===== src/rtl/fractal_escape_time_iterator_defines.svh =====
// Assertion helpers for the fractal iterator
`ifndef FRACTAL_ESCAPE_TIME_ITERATOR_DEFINES_SVH
`define FRACTAL_ESCAPE_TIME_ITERATOR_DEFINES_SVH

`define FETI_ASSERT(lbl, prop, msg) \
  lbl: assert property (@(posedge clk_i) disable iff (!rst_ni) prop) else $error(msg);

`define FETI_ASSERT_RST(lbl, prop, msg) \
  lbl: assert property (@(posedge clk_i) prop) else $error(msg);

`endif


===== src/rtl/feti_pkg.sv =====
`default_nettype none
package feti_pkg;
  localparam int unsigned WordBits  = 32;
  localparam int unsigned FracBits  = 28;
  localparam int unsigned CountBits = 16;
  localparam int unsigned AccBits   = 2 * WordBits + 1;
  localparam int unsigned PowerMin  = 3;
  localparam int unsigned PowerMax  = 6;

  typedef logic signed [WordBits-1:0] word_t;
  typedef logic signed [AccBits-1:0]  acc_t;

  typedef enum logic [3:0] {
    S_IDLE = 4'b0001,
    S_CHK  = 4'b0010,
    S_MUL  = 4'b0100,
    S_DONE = 4'b1000
  } state_e;

  typedef enum logic [1:0] {
    REG_MODE  = 2'd0,
    REG_POWER = 2'd1,
    REG_MAXIT = 2'd2,
    REG_THR   = 2'd3
  } reg_e;

  typedef enum logic [1:0] {
    MODE_SQUARE = 2'd0,
    MODE_SHIP   = 2'd1,
    MODE_MULTI  = 2'd2,
    MODE_HYBRID = 2'd3
  } mode_e;

  localparam word_t WordMax = {1'b0, {(WordBits-1){1'b1}}};
  localparam word_t WordMin = {1'b1, {(WordBits-1){1'b0}}};

  function automatic word_t sat_abs(input word_t v);
    word_t r;
    r = v;
    if (v == WordMin) r = WordMax;
    else if (v[WordBits-1]) r = -v;
    return r;
  endfunction

  function automatic word_t sat_add(input word_t a, input word_t b);
    logic signed [WordBits:0] s;
    word_t r;
    s = {a[WordBits-1], a} + {b[WordBits-1], b};
    r = s[WordBits-1:0];
    if (s[WordBits] != s[WordBits-1]) r = s[WordBits] ? WordMin : WordMax;
    return r;
  endfunction

  // floor shift by the fraction bits, then clamp to a word
  function automatic word_t narrow(input acc_t a);
    logic signed [AccBits-FracBits-1:0] t;
    word_t r;
    t = a[AccBits-1:FracBits];
    r = t[WordBits-1:0];
    if (t[AccBits-FracBits-1:WordBits-1] != {(AccBits-FracBits-WordBits+1){1'b0}} &&
        t[AccBits-FracBits-1:WordBits-1] != {(AccBits-FracBits-WordBits+1){1'b1}})
      r = t[AccBits-FracBits-1] ? WordMin : WordMax;
    return r;
  endfunction
endpackage
`default_nettype wire


===== src/rtl/fractal_escape_time_iterator.sv =====
`default_nettype none
`include "fractal_escape_time_iterator_defines.svh"
// Escape-time iterator: one request at a time on a single shared 32x32
// multiplier. in_stall_o is high from the accepting edge until the result has
// moved into the output register. Each iteration runs the escape test and
// then the complex multiplies (1 multiply for the square modes, power-1 for
// multibrot). A request also holds the block while its waiting result is
// stalled.
module fractal_escape_time_iterator (
  input  wire                          clk_i,
  input  wire                          rst_ni,
  input  wire                          in_valid_i,
  output logic                         in_stall_o,
  input  wire  [31:0]                  c_real_i,
  input  wire  [31:0]                  c_imag_i,
  input  wire  [31:0]                  z0_real_i,
  input  wire  [31:0]                  z0_imag_i,
  output logic                         out_valid_o,
  input  wire                          out_stall_i,
  output logic [15:0]                  iterations_o,
  output logic [31:0]                  final_real_o,
  output logic [31:0]                  final_imag_o,
  input  wire                          psel,
  input  wire                          penable,
  input  wire                          pwrite,
  input  wire  [3:0]                   paddr,
  input  wire  [31:0]                  pwdata,
  output logic [31:0]                  prdata,
  output logic                         pready
);
  localparam int unsigned AccW = feti_pkg::AccBits;

  feti_pkg::state_e state_q, state_d;
  logic [2:0]  ph_q, ph_d;
  logic [2:0]  kc_q, kc_d;
  logic [1:0]  mode_q;
  logic [2:0]  power_q;
  logic [15:0] maxit_q;
  logic [31:0] thr_q;
  logic [15:0] count_q, count_d;
  feti_pkg::word_t cr_q, ci_q, zr_q, zi_q, wr_q, wi_q, tr_q;
  feti_pkg::word_t zr_d, zi_d, wr_d, wi_d, tr_d;
  feti_pkg::acc_t  acc_q, acc_d;
  logic signed [63:0] prod_q;
  feti_pkg::word_t ma, mb, ar, ai, br, bi, ti, nr, ni;
  logic [2:0]  pclamp;
  logic        cfg_wr, in_bound, in_acc, out_load;
  logic [AccW-1:0] thr_ext;

  assign pready = 1'b1;
  assign cfg_wr = psel && penable && pwrite;

  always_comb begin
    unique case (feti_pkg::reg_e'(paddr[3:2]))
      feti_pkg::REG_MODE:  prdata = {30'd0, mode_q};
      feti_pkg::REG_POWER: prdata = {29'd0, power_q};
      feti_pkg::REG_MAXIT: prdata = {16'd0, maxit_q};
      feti_pkg::REG_THR:   prdata = thr_q;
      default:             prdata = 32'd0;
    endcase
  end

  always_ff @(posedge clk_i or negedge rst_ni) begin
    if (!rst_ni) begin
      mode_q  <= 2'd0;
      power_q <= 3'd3;
      maxit_q <= 16'd256;
      thr_q   <= 32'd1073741824;
    end else if (cfg_wr) begin
      unique case (feti_pkg::reg_e'(paddr[3:2]))
        feti_pkg::REG_MODE:  mode_q  <= pwdata[1:0];
        feti_pkg::REG_POWER: power_q <= pwdata[2:0];
        feti_pkg::REG_MAXIT: maxit_q <= pwdata[15:0];
        feti_pkg::REG_THR:   thr_q   <= pwdata;
        default: ;
      endcase
    end
  end

  assign pclamp = (power_q < 3'(feti_pkg::PowerMin)) ? 3'(feti_pkg::PowerMin) :
                  (power_q > 3'(feti_pkg::PowerMax)) ? 3'(feti_pkg::PowerMax) : power_q;

  assign in_stall_o = (state_q != feti_pkg::S_IDLE);
  assign in_acc     = in_valid_i && !in_stall_o;
  assign out_load   = (state_q == feti_pkg::S_DONE) && (!out_valid_o || !out_stall_i);

  // multiply operands
  assign ar = wr_q;
  assign ai = wi_q;
  assign br = (feti_pkg::mode_e'(mode_q) == feti_pkg::MODE_MULTI) ? zr_q : wr_q;
  assign bi = (feti_pkg::mode_e'(mode_q) == feti_pkg::MODE_MULTI) ? zi_q : wi_q;

  always_comb begin
    ma = ar;
    mb = br;
    if (state_q == feti_pkg::S_CHK) begin
      ma = (ph_q == 3'd0) ? zr_q : zi_q;
      mb = ma;
    end else begin
      unique case (ph_q)
        3'd1:    begin ma = ai; mb = bi; end
        3'd2:    begin ma = ar; mb = bi; end
        3'd3:    begin ma = ai; mb = br; end
        default: begin ma = ar; mb = br; end
      endcase
    end
  end

  always_ff @(posedge clk_i) begin
    prod_q <= ma * mb;
  end

  assign thr_ext  = AccW'({thr_q, {feti_pkg::FracBits{1'b0}}});
  assign in_bound = $unsigned(acc_q) <= thr_ext;
  assign ti       = feti_pkg::narrow(acc_q);
  assign nr       = feti_pkg::sat_add(tr_q, cr_q);
  assign ni       = feti_pkg::sat_add(ti, ci_q);

  always_comb begin
    state_d = state_q;
    ph_d    = ph_q + 3'd1;
    kc_d    = kc_q;
    count_d = count_q;
    acc_d   = acc_q;
    zr_d    = zr_q;
    zi_d    = zi_q;
    wr_d    = wr_q;
    wi_d    = wi_q;
    tr_d    = tr_q;
    unique case (state_q)
      feti_pkg::S_IDLE: begin
        ph_d = 3'd0;
        if (in_acc) begin
          state_d = feti_pkg::S_CHK;
          zr_d    = z0_real_i;
          zi_d    = z0_imag_i;
          count_d = 16'd0;
        end
      end
      feti_pkg::S_CHK: begin
        if (ph_q == 3'd1) acc_d = AccW'(prod_q);
        if (ph_q == 3'd2) acc_d = acc_q + AccW'(prod_q);
        if (ph_q == 3'd3) begin
          ph_d = 3'd0;
          if (count_q < maxit_q && in_bound) begin
            state_d = feti_pkg::S_MUL;
            kc_d    = pclamp - 3'd1;
            wr_d    = zr_q;
            wi_d    = zi_q;
            if (feti_pkg::mode_e'(mode_q) == feti_pkg::MODE_SHIP) begin
              wr_d = feti_pkg::sat_abs(zr_q);
              wi_d = feti_pkg::sat_abs(zi_q);
            end else if (feti_pkg::mode_e'(mode_q) == feti_pkg::MODE_HYBRID) begin
              wr_d = feti_pkg::sat_abs(zr_q);
            end
          end else begin
            state_d = feti_pkg::S_DONE;
          end
        end
      end
      feti_pkg::S_MUL: begin
        unique case (ph_q)
          3'd1: acc_d = AccW'(prod_q);
          3'd2: acc_d = acc_q - AccW'(prod_q);
          3'd3: begin
            tr_d  = feti_pkg::narrow(acc_q);
            acc_d = AccW'(prod_q);
          end
          3'd4: acc_d = acc_q + AccW'(prod_q);
          3'd5: begin
            ph_d = 3'd0;
            if (feti_pkg::mode_e'(mode_q) == feti_pkg::MODE_MULTI && kc_q > 3'd1) begin
              kc_d = kc_q - 3'd1;
              wr_d = tr_q;
              wi_d = ti;
            end else begin
              zr_d    = nr;
              zi_d    = ni;
              count_d = count_q + 16'd1;
              state_d = feti_pkg::S_CHK;
            end
          end
          default: ;
        endcase
      end
      feti_pkg::S_DONE: begin
        ph_d = 3'd0;
        if (out_load) state_d = feti_pkg::S_IDLE;
      end
      default: state_d = feti_pkg::S_IDLE;
    endcase
  end

  always_ff @(posedge clk_i or negedge rst_ni) begin
    if (!rst_ni) begin
      state_q     <= feti_pkg::S_IDLE;
      ph_q        <= 3'd0;
      out_valid_o <= 1'b0;
    end else begin
      state_q <= state_d;
      ph_q    <= ph_d;
      if (out_load) out_valid_o <= 1'b1;
      else if (!out_stall_i) out_valid_o <= 1'b0;
    end
  end

  always_ff @(posedge clk_i) begin
    kc_q    <= kc_d;
    count_q <= count_d;
    acc_q   <= acc_d;
    zr_q    <= zr_d;
    zi_q    <= zi_d;
    wr_q    <= wr_d;
    wi_q    <= wi_d;
    tr_q    <= tr_d;
    if (in_acc) begin
      cr_q <= c_real_i;
      ci_q <= c_imag_i;
    end
    if (out_load) begin
      iterations_o <= count_q;
      final_real_o <= zr_q;
      final_imag_o <= zi_q;
    end
  end

  `FETI_ASSERT(a_accept_starts, in_acc |=> state_q == feti_pkg::S_CHK, "accept did not start")
  `FETI_ASSERT(a_count_limit, state_q != feti_pkg::S_IDLE |-> count_q <= maxit_q, "count over limit")
  `FETI_ASSERT(a_mul_phase, state_q == feti_pkg::S_MUL |-> ph_q <= 3'd5, "bad multiply phase")
  `FETI_ASSERT(a_done_loads, out_load |=> out_valid_o && state_q == feti_pkg::S_IDLE, "result lost")
  `FETI_ASSERT_RST(a_rst_idle, !rst_ni |=> state_q == feti_pkg::S_IDLE, "not idle in reset")
endmodule
`default_nettype wire

===== config.mk =====
export PLATFORM = sky130hd
export DESIGN_NAME = fractal_escape_time_iterator
export DESIGN_NICKNAME = d
export VERILOG_FILES = /design/src/rtl/feti_pkg.sv /design/src/rtl/fractal_escape_time_iterator.sv
export VERILOG_INCLUDE_DIRS = /design/src /design/src/rtl
export SDC_FILE = /design/constraint.sdc
export NUM_CORES = 2
export LEC_CHECK = 0
export ABC_AREA = 1
export BUFFER_PORTS_ARGS = -buffer_cell sky130_fd_sc_hd__buf_4
export CORE_ASPECT_RATIO = 1.25
export CORE_MARGIN = 2
export CORE_UTILIZATION = 61
export CTS_BUF_LIST = sky130_fd_sc_hd__clkbuf_2 sky130_fd_sc_hd__clkbuf_4 sky130_fd_sc_hd__clkbuf_8
export DETAILED_ROUTE_END_ITERATION = 8
export MAX_ROUTING_LAYER = met4
export PLACE_DENSITY = 0.81
export SLEW_MARGIN = 10
export SYNTH_ARGS = -nofsm -noshare
export SYNTH_HDL_FRONTEND = slang
export SYNTH_SLANG_ARGS = --single-unit

===== constraint.sdc =====
create_clock -name clk_i -period 11.4 [get_ports clk_i]
set_input_delay 0.57 -clock clk_i [delete_from_list [all_inputs] [get_ports clk_i]]
set_output_delay 0.57 -clock clk_i [all_outputs]
set_load 0.01 [all_outputs]

==> results.toml <==
[final_layout]
n_fill_cell = 10900
layout-drive-gt1-share = 0.07314
final_nets = 12410
final_common_cell = "nand2_1"
seq_area_um2 = 14470
top_register = "acc_q"
final_cell_mix = "2,553 x nand2_1, 2,106 x inv_1, 1,260 x nor2_1"
largest_register_ffs = 65
reg_top3 = "acc_q x65, prod_q x64"
syn_to_final_growth_pct = 7.474
multi_input_area_um2 = 54410

[detailed_routing]
first_pass_iters = 9
drc = 0
drt_wl_total_um = 328200
dr_total_vias = 75570
wl_per_cell_um = 26.18
drt_first_iter_violations = 9060
viasPerCell = 6.029
antenna_left = 0

[place]
io_buffer_count = 282
place_hpwl_um = 261100
gp_congestion = 1.138

[critical_path]
cp-end-kind = "register"
path_class = "register to register"
critPathMaxFanout = 38
critPathMaxStageDelay_ps = 1070
crit_path_frequent_cell = "fa_1"
rr_worst_depth = 29
crit_slowest_cell = "fa_1"
required_ps = 12090
cp-start-kind = "register"
arrival_ps = 11730
crit-reg2reg-launch = "ph_q[0]"
r2r_setup_slack_ps = 360
reg2reg_to = "prod_q[57]"

[clocking]
cts_tree = "done"
cts_root_buf = "clkbuf_8"
insertion_delay_ps = 820
cts_buffer_depth = 3
cts-resized-gates = 0
path_clk_slew_ps = 70
cts_max_level = 3
postCtsSetupBuffers = 0
cts-hold-fix-buffers = 94
clkSinkCount = 513
cts-buffers-inserted = 81

[global_route]
antenna_found_initial = 27
first_global_vias = 75750
grt_max_degree = 163
globalRouteOverflowTotal = 0
grt_pass1_wl_um = 476900
grtUsageTotal = 0.5114

[die]
die_y_um = 406.5
io_pins = 286
die_w_um = 326.0
rows = 147
die_area_um2 = 132500
start_util = 0.6149
core_area_um2 = 128600

[timing]
fin_crit_ps = 11040
rsz0062_at_grt = "no"
finalSetupTns_ps = 0
finalCritPeriodShare = 0.9683
fmax_mhz = 90.59
hold_viol_final = 0
finClkSkew_ps = 57.06
setup_viol = 0
slew_violations = 0
slew_headroom = 0.1708
tightest_slew_ps = 1241

[logic_synthesis]
yosys_warnings = 0
ys_types = 68
synthCells = 10510
synth_area_um2 = 79050
ys_seq_area_frac = 0.1830
avgSynthCellArea_um2 = 7.520
ys_seq_elements = 513
synth_nets = 12200
async_flop_share = 0.1189
synthFlopType = "edfxtp_1"
synth_edf_count = 388

[min_path]
hold_end = "thr_q[6]"
hp-class = "input pin to register"
hp-start = "pwdata[6]"
holdPathStages = 3

[flow_run]
maxCapViolations = 0

[outcome]
status = "finished clean"
logic make-up after synthesis:
logic type	after synthesis	share of synthesized area
AO/OA/AOI/OAI	1173	0.08522
AND/OR/NAND/NOR	4569	0.2357
buffers and inverters	2533	0.1298
XOR/XNOR	200	0.02216
other	1	0.00004744
flip-flops	513	0.1830
adder cells (fa/ha/maj)	1521	0.3439
multiplexers	2	0.0002533
cell usage after synthesis (all sizes together) (27+ instances only):
| library cell | number | share of area |
|---|---|---|
| xor2 | 164 | 0.018 |
| nand3 | 442 | 0.028 |
| o22ai | 28 | 0.0022 |
| dfrtp | 56 | 0.018 |
| nand2 | 2618 | 0.13 |
| nand4 | 83 | 0.0066 |
| dfxtp | 64 | 0.016 |
| edfxtp | 388 | 0.15 |
| buf | 270 | 0.022 |
| a21oi | 505 | 0.034 |
| xnor2 | 36 | 0.0040 |
| nor3 | 63 | 0.0048 |
| ha | 435 | 0.069 |
| clkbuf | 82 | 0.0040 |
| nor2 | 1296 | 0.063 |
| nor4 | 27 | 0.0022 |
| fa | 1086 | 0.28 |
| o211ai | 58 | 0.0065 |
| inv | 2180 | 0.10 |
| o21bai | 41 | 0.0039 |
| a31oi | 35 | 0.0030 |
| o21ai | 422 | 0.027 |
area by class of cell:
cell class / instances / share of cell area
flip-flops and latches: 513 / 0.1703
diodes: 34 / 0.001001
repair buffers: 477 / 0.04551
well taps: 1713 / 0.02523
multi-input cells: 7466 / 0.6404
clock inverters: 42 / 0.004742
inverters: 2181 / 0.09657
clock buffers: 108 / 0.01624
metal layers:
metal,up-vias,wire (µm),track usage
met1,35570,105700,0.5442
met4,0,40470,0.4838
met3,1946,38980,0.1478
li1,32650,-,-
met5,-,0,-
met2,5398,143000,0.7650
worst max-delay path, delay by kind of cell, from the launching register on:
kind | cells | cell delay, ps
buffers and inverters | 7 | 1020
flip-flops | 1 | 420
AO/OA/AOI/OAI | 3 | 1320
AND/OR/NAND/NOR | 9 | 2730
adder cells (fa/ha/maj) | 10 | 5400
how the worst max path moves through the flow:
stage,startpoint,depth (start not counted),endpoint,slack (ps)
after global placement,ph_q[0],29,prod_q[57],1130
final,ph_q[0],29,prod_q[57],360
after CTS,ph_q[0],29,prod_q[57],940
after global routing,ph_q[0],30,prod_q[57],130
after detailed placement,ph_q[0],29,prod_q[57],970
after floorplan,ph_q[0],33,prod_q[63],3160
per-stage QoR:
stage / std cells / cell area [µm²] / hold WS (ps) / util / setup WS, ps
6_report: 12530 / 84960 / 31.57 / 0.6608 / 361.8
3_3_place_gp: 12260 / 82150 / 472.3 / 0.6390 / 1131
5_1_grt: 12530 / 84950 / 20.75 / 0.6607 / 129.9
4_1_cts: 12500 / 84870 / 3.149 / 0.6601 / 943.6
2_1_floorplan: 10510 / 79050 / 274.4 / - / 3161
3_5_place_dp: 12260 / 82150 / 494.4 / 0.6390 / 969.2
Power is not shown: default switching activity piles up to over one toggle a cycle in this logic, so the estimate is an artifact.
